==> config.mk <==
export PLATFORM = sky130hd
export DESIGN_NAME = lidar_reflector_pair_midpoint
export DESIGN_NICKNAME = d
export VERILOG_FILES = /design/src/lrpm_pkg.sv /design/src/lrpm_div.sv /design/src/lidar_reflector_pair_midpoint.sv
export VERILOG_INCLUDE_DIRS = /design/src /design/src/src
export SDC_FILE = /design/constraint.sdc
export NUM_CORES = 2
export LEC_CHECK = 0
export ABC_AREA = 1
export BUFFER_PORTS_ARGS = -buffer_cell sky130_fd_sc_hd__buf_2
export CORE_ASPECT_RATIO = 1.5
export CORE_MARGIN = 5
export CORE_UTILIZATION = 66
export DETAILED_ROUTE_END_ITERATION = 7
export HOLD_SLACK_MARGIN = 0.03
export PLACE_DENSITY_LB_ADDON = 0.3
export REMOVE_ABC_BUFFERS = 1
export SLEW_MARGIN = 25
export SYNTH_ARGS = -nofsm -noshare
export SYNTH_HDL_FRONTEND = slang
export SYNTH_HIERARCHICAL = 1
export SYNTH_SLANG_ARGS = --single-unit
==> constraint.sdc <==
create_clock -name i_clk -period 8.7 [get_ports i_clk]
set_clock_uncertainty 0.15 [all_clocks]
set_input_delay 0 -clock i_clk [delete_from_list [all_inputs] [get_ports i_clk]]
set_output_delay 0 -clock i_clk [all_outputs]
set_load 0.02 [all_outputs]
==> src/assert_macros.svh <==
// Assertion macros used by the top-level RTL file.
// The synthesis build sees empty macro bodies.
`ifndef ASSERT_MACROS_SVH
`define ASSERT_MACROS_SVH
`ifndef SYNTHESIS
`define ASSERT_ALWAYS(lbl, clk, rst_n, expr) \
    lbl: assert property (@(posedge clk) disable iff (!rst_n) (expr)) \
        else $error("assertion failed");
`define ASSERT_IMPLIES(lbl, clk, rst_n, ante, cons) \
    lbl: assert property (@(posedge clk) disable iff (!rst_n) (ante) |-> (cons)) \
        else $error("assertion failed");
`else
`define ASSERT_ALWAYS(lbl, clk, rst_n, expr)
`define ASSERT_IMPLIES(lbl, clk, rst_n, ante, cons)
`endif
`endif

==> src/lrpm_pkg.sv <==
// ----------------------------------------------------------------------------
// lrpm_pkg
// Shared types, constants and the arctangent table of the reflector block.
// ----------------------------------------------------------------------------
package lrpm_pkg;

    localparam int MAX_SAMPLES_DEF = 2048;
    localparam int CORDIC_ITERS    = 16;

    localparam logic [15:0] THR_RST   = 16'd8000;
    localparam logic [15:0] START_RST = 16'h8000;
    localparam logic [15:0] STEP_RST  = 16'd91;
    localparam logic [31:0] GAP_RST   = 32'd10000;

    localparam logic [1:0] REG_THRESHOLD = 2'd0;
    localparam logic [1:0] REG_START     = 2'd1;
    localparam logic [1:0] REG_STEP      = 2'd2;
    localparam logic [1:0] REG_GAP       = 2'd3;

    localparam logic signed [31:0] CORDIC_X0 = 32'sh26DD3B6A;

    typedef enum logic [3:0] {
        ST_IDLE, ST_ANG, ST_CINIT, ST_CORD, ST_MX, ST_MY, ST_SY,
        ST_GX, ST_GY, ST_GC, ST_ACC, ST_FIN, ST_DIV, ST_DWAIT, ST_OUT
    } t_state;

    function automatic logic signed [31:0] atan_q(input logic [3:0] i);
        logic signed [31:0] v;
        case (i)
            4'd0:    v = 32'sh20000000;
            4'd1:    v = 32'sh12E4051E;
            4'd2:    v = 32'sh09FB385B;
            4'd3:    v = 32'sh051111D4;
            4'd4:    v = 32'sh028B0D43;
            4'd5:    v = 32'sh0145D7E1;
            4'd6:    v = 32'sh00A2F61E;
            4'd7:    v = 32'sh00517C55;
            4'd8:    v = 32'sh0028BE53;
            4'd9:    v = 32'sh00145F2F;
            4'd10:   v = 32'sh000A2F98;
            4'd11:   v = 32'sh000517CC;
            4'd12:   v = 32'sh00028BE6;
            4'd13:   v = 32'sh000145F3;
            4'd14:   v = 32'sh0000A2FA;
            default: v = 32'sh0000517D;
        endcase
        return v;
    endfunction

endpackage

==> src/lrpm_div.sv <==
// ----------------------------------------------------------------------------
// lrpm_div
// Radix-2 restoring divider, signed numerator over unsigned count,
// quotient truncated toward zero. One quotient bit per cycle.
// ----------------------------------------------------------------------------
module lrpm_div #(
    parameter int SUM_W = 29,
    parameter int CNT_W = 12
) (
    input  logic                    i_clk,
    input  logic                    i_rst_n,
    input  logic                    i_start,
    input  logic signed [SUM_W-1:0] i_num,
    input  logic        [CNT_W-1:0] i_den,
    output logic                    o_done,
    output logic signed [SUM_W-1:0] o_quo
);

    localparam int ITW = $clog2(SUM_W + 1);

    logic [SUM_W-1:0] r_mag;
    logic [CNT_W-1:0] r_rem, r_den;
    logic [ITW-1:0]   r_cnt;
    logic             r_neg, r_busy, r_done;
    logic [CNT_W:0]   trial;
    logic             bit_q;

    always_comb begin
        trial = {r_rem, r_mag[SUM_W-1]};
        bit_q = (trial >= {1'b0, r_den});
    end

    always_ff @(posedge i_clk) begin
        if (!i_rst_n) begin
            r_busy <= 1'b0;
            r_done <= 1'b0;
            r_cnt  <= '0;
        end else begin
            r_done <= 1'b0;
            if (i_start) begin
                r_busy <= 1'b1;
                r_cnt  <= ITW'(SUM_W);
                r_neg  <= i_num[SUM_W-1];
                r_mag  <= i_num[SUM_W-1] ? SUM_W'(-i_num) : SUM_W'(i_num);
                r_rem  <= '0;
                r_den  <= i_den;
            end else if (r_busy) begin
                r_rem  <= bit_q ? CNT_W'(trial - {1'b0, r_den}) : trial[CNT_W-1:0];
                r_mag  <= {r_mag[SUM_W-2:0], bit_q};
                r_cnt  <= r_cnt - 1'b1;
                if (r_cnt == ITW'(1)) begin
                    r_busy <= 1'b0;
                    r_done <= 1'b1;
                end
            end
        end
    end

    assign o_done = r_done;
    assign o_quo  = r_neg ? -$signed(r_mag) : $signed(r_mag);

endmodule

==> src/lidar_reflector_pair_midpoint.sv <==
// ----------------------------------------------------------------------------
// lidar_reflector_pair_midpoint
// Reflector pair finder: CORDIC polar to Cartesian, gap split into two legs,
// midpoint of the leg centroids on the last sample of a scan.
// ----------------------------------------------------------------------------
// Per sample: a dim one goes straight to the final state, a reflective one runs a
// 16-step CORDIC and the shared 18x32 multiplier for angle, x, y and gap squares.
// A last sample with both legs adds four serial divisions (SUM_W-bit quotients), else none;
// SUM_W = 17 + clog2(MAX_SAMPLES + 1): 29 at the default size.
// The result sits in an output register; the next sample is taken meanwhile.
// Synchronous active-low reset restores register defaults and clears the scan.
`include "assert_macros.svh"
module lidar_reflector_pair_midpoint #(
    parameter int MAX_SAMPLES = lrpm_pkg::MAX_SAMPLES_DEF
) (
    input  logic        i_clk,
    input  logic        i_rst_n,
    input  logic        i_s_tvalid,
    output logic        o_s_tready,
    input  logic [31:0] i_s_tdata,   // [15:0] range_mm, [31:16] intensity
    input  logic        i_s_tlast,   // last
    output logic        o_m_tvalid,
    input  logic        i_m_tready,
    output logic [39:0] o_m_tdata,   // [16:0] target_x_mm, [33:17] target_y_mm, pad
    output logic [0:0]  o_m_tuser,   // [0] found
    input  logic        i_cfg_valid,
    output logic        o_cfg_ready,
    input  logic [1:0]  i_cfg_index,
    input  logic [31:0] i_cfg_data
);

    localparam int CNT_W = $clog2(MAX_SAMPLES + 1);
    localparam int SUM_W = 17 + CNT_W;

    lrpm_pkg::t_state r_state, n_state;

    logic [15:0] r_thr, r_start, r_step;
    logic [31:0] r_gap;

    logic [15:0] r_range;
    logic        r_last, r_hit;

    logic [CNT_W-1:0]       r_idx, r_cnt1, r_cnt2;
    logic signed [SUM_W-1:0] r_sum1x, r_sum1y, r_sum2x, r_sum2y;
    logic signed [17:0]     r_prevx, r_prevy, r_px, r_py;
    logic                   r_second;

    logic signed [31:0] r_x, r_y, r_z;
    logic [1:0]         r_quad;
    logic [3:0]         r_iter;

    logic signed [49:0] r_prod;
    logic [35:0]        r_d2;

    logic [1:0]         r_dsel;
    logic signed [17:0] r_c1x, r_c1y, r_c2x, r_c2y;
    logic               r_found;

    logic               r_out_valid;
    logic signed [16:0] r_tx, r_ty;
    logic               r_out_found;

    // control outputs
    logic               rd_ok, div_start, mul_en;
    logic signed [17:0] mul_a;
    logic signed [31:0] mul_b;
    logic signed [49:0] mul_p;

    logic               div_done;
    logic signed [SUM_W-1:0] div_quo, div_num;
    logic [CNT_W-1:0]   div_den;

    logic signed [31:0] xs, ys, cosv, sinv;
    logic [15:0]        ang, uang;
    logic signed [31:0] z0;
    logic signed [17:0] dx, dy;
    logic signed [17:0] mid_sx, mid_sy;

    function automatic logic signed [17:0] scale_mm(input logic signed [49:0] p);
        logic signed [49:0] v;
        v = (p + 50'sd536870912) >>> 30;
        if (v > 50'sd65535)       return 18'sd65535;
        else if (v < -50'sd65535) return -18'sd65535;
        else                      return v[17:0];
    endfunction

    // ---------------- next state ----------------
    always_comb begin
        n_state = r_state;
        case (r_state)
            lrpm_pkg::ST_IDLE:  if (i_s_tvalid) begin
                n_state = (r_idx < CNT_W'(MAX_SAMPLES)) && (i_s_tdata[31:16] >= r_thr)
                          ? lrpm_pkg::ST_ANG : lrpm_pkg::ST_FIN;
            end
            lrpm_pkg::ST_ANG:   n_state = lrpm_pkg::ST_CINIT;
            lrpm_pkg::ST_CINIT: n_state = lrpm_pkg::ST_CORD;
            lrpm_pkg::ST_CORD:  if (r_iter == 4'(lrpm_pkg::CORDIC_ITERS - 1)) begin
                n_state = lrpm_pkg::ST_MX;
            end
            lrpm_pkg::ST_MX:    n_state = lrpm_pkg::ST_MY;
            lrpm_pkg::ST_MY:    n_state = lrpm_pkg::ST_SY;
            lrpm_pkg::ST_SY:    n_state = (r_cnt1 == '0 || r_second)
                                          ? lrpm_pkg::ST_ACC : lrpm_pkg::ST_GX;
            lrpm_pkg::ST_GX:    n_state = lrpm_pkg::ST_GY;
            lrpm_pkg::ST_GY:    n_state = lrpm_pkg::ST_GC;
            lrpm_pkg::ST_GC:    n_state = lrpm_pkg::ST_ACC;
            lrpm_pkg::ST_ACC:   n_state = lrpm_pkg::ST_FIN;
            lrpm_pkg::ST_FIN: begin
                if (!r_last)                         n_state = lrpm_pkg::ST_IDLE;
                else if (r_cnt1 != '0 && r_cnt2 != '0) n_state = lrpm_pkg::ST_DIV;
                else                                 n_state = lrpm_pkg::ST_OUT;
            end
            lrpm_pkg::ST_DIV:   n_state = lrpm_pkg::ST_DWAIT;
            lrpm_pkg::ST_DWAIT: if (div_done) begin
                n_state = (r_dsel == 2'd3) ? lrpm_pkg::ST_OUT : lrpm_pkg::ST_DIV;
            end
            lrpm_pkg::ST_OUT:   if (!r_out_valid || i_m_tready) begin
                n_state = lrpm_pkg::ST_IDLE;
            end
            default:            n_state = lrpm_pkg::ST_IDLE;
        endcase
    end

    // ---------------- control outputs ----------------
    always_comb begin
        rd_ok     = 1'b0;
        div_start = 1'b0;
        mul_en    = 1'b0;
        mul_a     = '0;
        mul_b     = '0;
        case (r_state)
            lrpm_pkg::ST_IDLE: rd_ok = 1'b1;
            lrpm_pkg::ST_ANG: begin
                mul_en = 1'b1;
                mul_a  = $signed(18'(r_idx));
                mul_b  = $signed({16'd0, r_step});
            end
            lrpm_pkg::ST_MX: begin
                mul_en = 1'b1;
                mul_a  = $signed({2'b00, r_range});
                mul_b  = cosv;
            end
            lrpm_pkg::ST_MY: begin
                mul_en = 1'b1;
                mul_a  = $signed({2'b00, r_range});
                mul_b  = sinv;
            end
            lrpm_pkg::ST_GX: begin
                mul_en = 1'b1;
                mul_a  = dx;
                mul_b  = 32'(dx);
            end
            lrpm_pkg::ST_GY: begin
                mul_en = 1'b1;
                mul_a  = dy;
                mul_b  = 32'(dy);
            end
            lrpm_pkg::ST_DIV: div_start = 1'b1;
            default: ;
        endcase
    end

    assign mul_p = mul_a * mul_b;

    // ---------------- datapath helpers ----------------
    always_comb begin
        xs   = r_x >>> r_iter;
        ys   = r_y >>> r_iter;
        ang  = r_prod[15:0] + r_start;
        uang = ang + 16'd8192;
        z0   = ($signed({18'd0, uang[13:0]}) - 32'sd8192) <<< 16;
        dx   = r_px - r_prevx;
        dy   = r_py - r_prevy;
        case (r_quad)
            2'd0:    begin cosv = r_x;  sinv = r_y;  end
            2'd1:    begin cosv = -r_y; sinv = r_x;  end
            2'd2:    begin cosv = -r_x; sinv = -r_y; end
            default: begin cosv = r_y;  sinv = -r_x; end
        endcase
        case (r_dsel)
            2'd0:    begin div_num = r_sum1x; div_den = r_cnt1; end
            2'd1:    begin div_num = r_sum1y; div_den = r_cnt1; end
            2'd2:    begin div_num = r_sum2x; div_den = r_cnt2; end
            default: begin div_num = r_sum2y; div_den = r_cnt2; end
        endcase
        mid_sx = r_c1x + r_c2x;
        mid_sy = r_c1y + r_c2y;
    end

    lrpm_div #(
        .SUM_W(SUM_W),
        .CNT_W(CNT_W)
    ) u_div (
        .i_clk  (i_clk),
        .i_rst_n(i_rst_n),
        .i_start(div_start),
        .i_num  (div_num),
        .i_den  (div_den),
        .o_done (div_done),
        .o_quo  (div_quo)
    );

    // ---------------- registers ----------------
    always_ff @(posedge i_clk) begin
        if (!i_rst_n) begin
            r_state     <= lrpm_pkg::ST_IDLE;
            r_thr       <= lrpm_pkg::THR_RST;
            r_start     <= lrpm_pkg::START_RST;
            r_step      <= lrpm_pkg::STEP_RST;
            r_gap       <= lrpm_pkg::GAP_RST;
            r_idx       <= '0;
            r_cnt1      <= '0;
            r_cnt2      <= '0;
            r_sum1x     <= '0;
            r_sum1y     <= '0;
            r_sum2x     <= '0;
            r_sum2y     <= '0;
            r_prevx     <= '0;
            r_prevy     <= '0;
            r_second    <= 1'b0;
            r_out_valid <= 1'b0;
            r_dsel      <= '0;
        end else begin
            r_state <= n_state;
            if (i_cfg_valid) begin
                case (i_cfg_index)
                    lrpm_pkg::REG_THRESHOLD: r_thr   <= i_cfg_data[15:0];
                    lrpm_pkg::REG_START:     r_start <= i_cfg_data[15:0];
                    lrpm_pkg::REG_STEP:      r_step  <= i_cfg_data[15:0];
                    lrpm_pkg::REG_GAP:       r_gap   <= i_cfg_data;
                    default: ;
                endcase
            end
            // the output state reloads the register itself
            if (o_m_tvalid && i_m_tready && r_state != lrpm_pkg::ST_OUT) begin
                r_out_valid <= 1'b0;
            end
            if (mul_en) r_prod <= mul_p;

            case (r_state)
                lrpm_pkg::ST_IDLE: if (i_s_tvalid) begin
                    r_range <= i_s_tdata[15:0];
                    r_last  <= i_s_tlast;
                    r_hit   <= (r_idx < CNT_W'(MAX_SAMPLES));
                end
                lrpm_pkg::ST_CINIT: begin
                    r_quad <= uang[15:14];
                    r_z    <= z0;
                    r_x    <= lrpm_pkg::CORDIC_X0;
                    r_y    <= '0;
                    r_iter <= '0;
                end
                lrpm_pkg::ST_CORD: begin
                    if (!r_z[31]) begin
                        r_x <= r_x - ys;
                        r_y <= r_y + xs;
                        r_z <= r_z - lrpm_pkg::atan_q(r_iter);
                    end else begin
                        r_x <= r_x + ys;
                        r_y <= r_y - xs;
                        r_z <= r_z + lrpm_pkg::atan_q(r_iter);
                    end
                    r_iter <= r_iter + 1'b1;
                end
                lrpm_pkg::ST_MY: r_px <= scale_mm(r_prod);
                lrpm_pkg::ST_SY: r_py <= scale_mm(r_prod);
                lrpm_pkg::ST_GY: r_d2 <= r_prod[35:0];
                lrpm_pkg::ST_GC: begin
                    if (r_d2 + r_prod[35:0] > {4'd0, r_gap}) r_second <= 1'b1;
                end
                lrpm_pkg::ST_ACC: begin
                    if (r_second) begin
                        r_sum2x <= r_sum2x + SUM_W'(r_px);
                        r_sum2y <= r_sum2y + SUM_W'(r_py);
                        r_cnt2  <= r_cnt2 + 1'b1;
                    end else begin
                        r_sum1x <= r_sum1x + SUM_W'(r_px);
                        r_sum1y <= r_sum1y + SUM_W'(r_py);
                        r_cnt1  <= r_cnt1 + 1'b1;
                    end
                    r_prevx <= r_px;
                    r_prevy <= r_py;
                end
                lrpm_pkg::ST_FIN: begin
                    if (r_hit) r_idx <= r_idx + 1'b1;
                    r_found <= (r_cnt1 != '0) && (r_cnt2 != '0);
                    r_dsel  <= '0;
                end
                lrpm_pkg::ST_DWAIT: if (div_done) begin
                    case (r_dsel)
                        2'd0:    r_c1x <= div_quo[17:0];
                        2'd1:    r_c1y <= div_quo[17:0];
                        2'd2:    r_c2x <= div_quo[17:0];
                        default: r_c2y <= div_quo[17:0];
                    endcase
                    r_dsel <= r_dsel + 1'b1;
                end
                lrpm_pkg::ST_OUT: if (!r_out_valid || i_m_tready) begin
                    r_out_valid <= 1'b1;
                    r_out_found <= r_found;
                    // round toward zero on the halving
                    r_tx <= r_found ? 17'((mid_sx + 18'(mid_sx[17])) >>> 1) : '0;
                    r_ty <= r_found ? 17'((mid_sy + 18'(mid_sy[17])) >>> 1) : '0;
                    r_idx    <= '0;
                    r_cnt1   <= '0;
                    r_cnt2   <= '0;
                    r_sum1x  <= '0;
                    r_sum1y  <= '0;
                    r_sum2x  <= '0;
                    r_sum2y  <= '0;
                    r_prevx  <= '0;
                    r_prevy  <= '0;
                    r_second <= 1'b0;
                end
                default: ;
            endcase
        end
    end

    assign o_s_tready  = rd_ok;
    assign o_cfg_ready = 1'b1;
    assign o_m_tvalid  = r_out_valid;
    assign o_m_tdata   = {6'd0, r_ty, r_tx};
    assign o_m_tuser   = r_out_found;

    `ASSERT_IMPLIES(a_leg2_needs_leg1, i_clk, i_rst_n, r_cnt1 == '0, r_cnt2 == '0)
    `ASSERT_IMPLIES(a_leg2_needs_split, i_clk, i_rst_n, !r_second, r_cnt2 == '0)
    `ASSERT_IMPLIES(a_empty_zero, i_clk, i_rst_n, o_m_tvalid && !o_m_tuser[0], o_m_tdata == '0)
    `ASSERT_ALWAYS(a_idx_bound, i_clk, i_rst_n, r_idx <= CNT_W'(MAX_SAMPLES))

endmodule
## Word-level counts from Yosys, hierarchy flattened

Memories as Yosys holds them, arrays and structs flattened. A register that Yosys moved wholly into a read port is not among the register bits.
Index checks and enable logic that the tools add are counted.

- Memories: 2
- Memory bits (read-only): 960
- Logic and storage cells: 251
- Output and inout bits: 44
- Flip-flop bits (word level): 687

- Multiply operators: 1
- Bitwise operators: 3
- Add/sub/neg operators: 32
- Muxes and demuxes: 75
- Shifts and indexed selects: 2
- $lt $le $gt $ge: 6
- Eq/ne operators: 33
- Reductions and logical operators: 52

Memory list:

| memory | depth | bits a word | read ports | clocked after memory_dff | write ports | RTL line | text |
|---|---|---|---|---|---|---|---|
| (no name shown) | 16 | 30 | 1 | 1 | 0 | lrpm_pkg.sv:29 | `case (i)` |
| (no name shown) | 16 | 30 | 1 | 1 | 0 | lrpm_pkg.sv:29 |  |

Operators with widths:

| kind | number |
|---|---|
| $mux 32 | 9 |
| $mux 29 | 8 |
| $pmux 29 s2 | 4 |
| $pmux 32 s2 | 3 |
| $pmux 32 s3 | 2 |
| $pmux 32 s5 | 1 |
| $add 29x18->29 | 4 |
| $add 32x32->32 | 3 |
| $sub 32x32->32 | 3 |
| $pmux 29 s3 | 1 |
| $mux 12 | 7 |
| $mux 18 | 4 |
| $pmux 12 s2 | 3 |
| $pmux 18 s2 | 2 |
| $pmux 18 s4 | 1 |
| $neg 32->32 | 2 |
| $sshr 32x4->32 | 2 |
| $pmux 4 s15 | 1 |
| $add 50x31->50 const B | 1 |
| $mul 18x32->50 | 1 |
| $add 12x1->12 const B | 3 |
| $add 18x1->18 | 2 |
| $add 18x18->18 | 2 |
| $add 36x36->36 | 1 |
| 48 further kinds | 134 |

## Logic depth before layout (Yosys ltp)

- Word-level depth: 6
- Gate-level depth with buffers: 41
- Mapped depth without buffers: 40

## By module

The synthesis kept the hierarchy.

By module, submodules not included:

| module | area an instance (um2) | cells each | times used | sequential area each (um2) |
|---|---|---|---|---|
| lidar_reflector_pair_midpoint | 72778.6 | 10023 | 1 | 16636.0 |
| lrpm_div | 4951.0 | 733 | 1 | 1761.7 |

## Worst setup path before layout

Ideal clock, no wire load.

- Kind: register to register
- Start point: register r_px[6]
- End point: register r_prod[48], data pin
- Data arrival time: 7.151 ns
- Stages on the path, launching flop included: 36
- Required time: 8.286 ns
- Slack: 1.135 ns
- Path buffers: 2
- Period minus slack after synthesis: 7.565 ns
- Path through: edfxtp_1 > ha_1 > inv_1 > o21ai_0 > a31oi_1 > nand2_1 > nand2_1 > nand3_1 > a21oi_1 > o21ai_1 > nand2_2 > inv_2 > buf_12 > nand3_2 > buf_6 > nand2_1 > fa_1 > fa_1 > inv_1 > ha_1 > inv_1 > fa_1 > inv_1 > fa_1 > inv_1 > fa_1 > inv_1 > ha_1 > nand2_1 > nor2_1 > inv_1 > nor4_1 > nand3_1 > nand4_1 > a31oi_1 > xor2_1

- Longest elaborated chain between the ends: 3
- Elaborated cells between the ends (all ways): 4

Ends and longest elaborated chain:

| item | RTL line | text |
|---|---|---|
| from (decl) | lidar_reflector_pair_midpoint.sv:45 | `logic signed [17:0] r_prevx, r_prevy, r_px, r_py;` |
| from (signal assigned) | lidar_reflector_pair_midpoint.sv:265 | `lrpm_pkg::ST_MY: r_px <= scale_mm(r_prod);` |
| $sub 18x18->18 (*) | lidar_reflector_pair_midpoint.sv:172 | `dx = r_px - r_prevx;` |
| $pmux 32 s5 or $pmux 18 s4 (tied branches) | lidar_reflector_pair_midpoint.sv:131 | `case (r_state)` |
| $mul 18x32->50 (*) | lidar_reflector_pair_midpoint.sv:163 | `assign mul_p = mul_a * mul_b;` |
| named net mul_p[48] | lidar_reflector_pair_midpoint.sv:67 | `logic signed [49:0] mul_p;` |
| to (signal assigned) | lidar_reflector_pair_midpoint.sv:238 | `if (mul_en) r_prod <= mul_p;` |
| to (decl) | lidar_reflector_pair_midpoint.sv:52 | `logic signed [49:0] r_prod;` |

Mark *: on every way through the listed nets, which the timed path passes. The rest lies on a longest branch.
A chain may end at the register's enable or synchronous reset.

## Final worst setup path

- Start point: register r_state[0]
- End point: register r_prod[46], data pin

- Longest elaborated chain between the ends: 4
- Elaborated cells between the ends (all ways): 9

Ends and longest elaborated chain:

| item | RTL line | text |
|---|---|---|
| from (decl) | lidar_reflector_pair_midpoint.sv:35 | `lrpm_pkg::t_state r_state, n_state;` |
| from (signal assigned) | lidar_reflector_pair_midpoint.sv:206 | `r_state <= lrpm_pkg::ST_IDLE;` |
| from (signal assigned) | lidar_reflector_pair_midpoint.sv:224 | `r_state <= n_state;` |
| $eq 4x3->1 | lidar_reflector_pair_midpoint.sv:131 |  |
| $reduce_or 2->1 (no source line) | -- |  |
| $pmux 18 s4 | lidar_reflector_pair_midpoint.sv:131 |  |
| $mul 18x32->50 (*) | lidar_reflector_pair_midpoint.sv:163 |  |
| named net mul_p[46] | lidar_reflector_pair_midpoint.sv:67 |  |

Marks and branches as above.

==> results.ini <==
[grt]
grt_start_max_net_pins=84
grt_pass1_wl_um=445000
track_usage_pct=46.2
antenna_found_initial=7
grt_overflow=0
first_global_vias=80500

[sta]
tightest_slew_ns=1.08
fin_crit_sh_pct=99.6
hold_viol=0
setup_slack_ns=0.0390
maxSlewViolCount=0
relSlewSlack_pct=28.1
period_minus_slack_ns=8.66
setup_viol=0
fmax_ghz=0.115
finalSetupTns_ns=0

[worst_setup_path]
crit_type=flop to flop
critPathSlowestCell=dfxtp_1
arrival_ns=8.98
cp.required_ns=9.02
endpoint_kind=flop
critical_path.max_stage_delay_ns=0.60
startpoint_type=flop
worst-path-buf-inv=6
path_max_fanout=12
ff2ff_setup_slack_ns=0.04
cp_top_family=adder cells
cp_common_cell=fa_1

[clocking]
cts_tree=done
numCtsBuffers=77
numClockSinks=717
clk_transition_reported_paths_ns=0.06
htreeDepth=3
clock_latency_ns=0.76
root_buffer=clkbuf_16
cts_buffer_depth=3

[status]
status=finished with violations
violations=design-rule violations

[synthesis]
syn_area_mm2=0.0772
synth.avg_cell_area_um2=7.26
yosys_warnings=6
syn_inst=10600

[detailed_routing]
vias_per_cell=6.31
dr.pass1.iters=8
wire_per_inst_um=23.2
ant_nets=0
drt_wl_total_um=293000
remaining_drc_errors=19
vias=79600
drtIter0Drc=9310

[floorplan]
core_area_mm2=0.116
io_pins=116
die_x_um=289
row_count=153
dieArea_mm2=0.124
start_util_pct=66.5
die_h_um=429

[job]
drv_cap=0

[placement]
place_ws_ns=-0.135
io_buffers=108
dp_hpwl_um=221000
gp_congestion=1.10

[finish]
final_nets=12200
drive_gt1_share_pct=7.94
layout-area-overhead-vs-synth_pct=10.5

[power_and_ir_drop]
powerDensity_mw_per_mm2=207
power_mw=17.7
leakagePower_nw=40.2
vdd_drop_max_mv=0.209

[hold_path]
hold_path_class=input pin to flop

[power breakdown]
part / switching (mW) / total [mW] / internal [mW]
sequential: 0.450 / 4.49 / 4.04
combinational: 6.60 / 9.63 / 3.03
clock: 1.66 / 3.57 / 1.91
total: 8.71 / 17.7 / 8.98
[what timing repair did]
action	4_1_cts	5_1_grt
endpoints found under the hold margin	165	0
hold buffers	120	0
resized for setup	4	89
endpoints found under the setup margin	3	26
pin swaps	0	7
buffers inserted	0	30
gates cloned	0	1
[placed cells by master, fill, tap and decap left out, types with 25 or more instances in the layout]
master / instances
inv_2: 47
a31oi_1: 80
nand2_1: 2308
o21ai_0: 655
o211ai_1: 52
nor4_1: 30
o21ai_1: 46
o21a_1: 43
clkbuf_16: 78
dlygate4sd3_1: 120
a21o_1: 50
buf_4: 331
edfxtp_1: 404
nand3_1: 677
a21oi_1: 960
nor2_1: 985
or2_2: 39
xnor2_1: 104
nand2_2: 25
nor3_1: 84
nand4_1: 114
ha_1: 542
xor2_1: 198
nor2_2: 45
buf_2: 108
fa_1: 558
o21bai_1: 36
inv_1: 1636
dfxtp_1: 313
[path summary, 6_finish.rpt]
path / cells past startpoint / from / to
min: 4 / i_rst_n / o_m_tvalid
max: 29 / r_state[0] / r_prod[46]
max reg2reg: 29 / r_state[0] / r_prod[46]
min reg2reg: 2 / r_gap[5] / r_gap[5]
[area by class of cell]
class	count	area (µm²)
Clock inverter	52	587
Tap cell	1550	1940
Clock buffer	91	2050
Multi-Input combinational cell	7931	51400
Fill cell	9096	30800
Timing Repair Buffer	577	4570
Antenna cell	11	27.5
Sequential cell	717	18400
Inverter	1699	6410
[flip-flops by register name, summed over array words and instances (netlist names), 17 cells and up, named ones only]
register     flops
r_prevx         18
r_x             32
r_sum2y         29
r_prod          50
r_sum1x         29
r_sum2x         29
r_d2            36
r_c1x           18
r_y             32
r_prevy         18
r_py            18
r_tx            17
r_px            18
r_z             32
r_c2y           18
r_ty            17
r_sum1y         29
r_c1y           18
r_c2x           18
r_gap           32
u_div/r_mag     29
[worst reg2reg max path, delay by kind of cell (launching register included)]
family / cells / cell delay [ns]
compound gates: 9 / 1.57
simple gates: 6 / 1.38
flops: 1 / 0.60
buf+inv: 6 / 0.95
fa+ha+maj: 7 / 3.59
xor+xnor: 1 / 0.15
[routing by layer]
layer  wire length (µm)  track usage (%)
met5                  0            0.357
met4              35200             42.0
met3              32600             14.4
met2             132000             74.0
met1              92800             48.0
[per-stage QoR]
stage                     cells  util (%)  hold slack [ns]  cell area, µm²
after floorplan           10300         -          -0.0659           75800
after global placement    12300      69.7           0.0271           80900
after detailed placement  12300      69.7           0.0281           80900
after CTS                 12600      73.0            0.113           84800
after global routing      12600      73.5            0.165           85400
final                     12600      73.5            0.135           85400
Power figures use the tool's default switching activity.
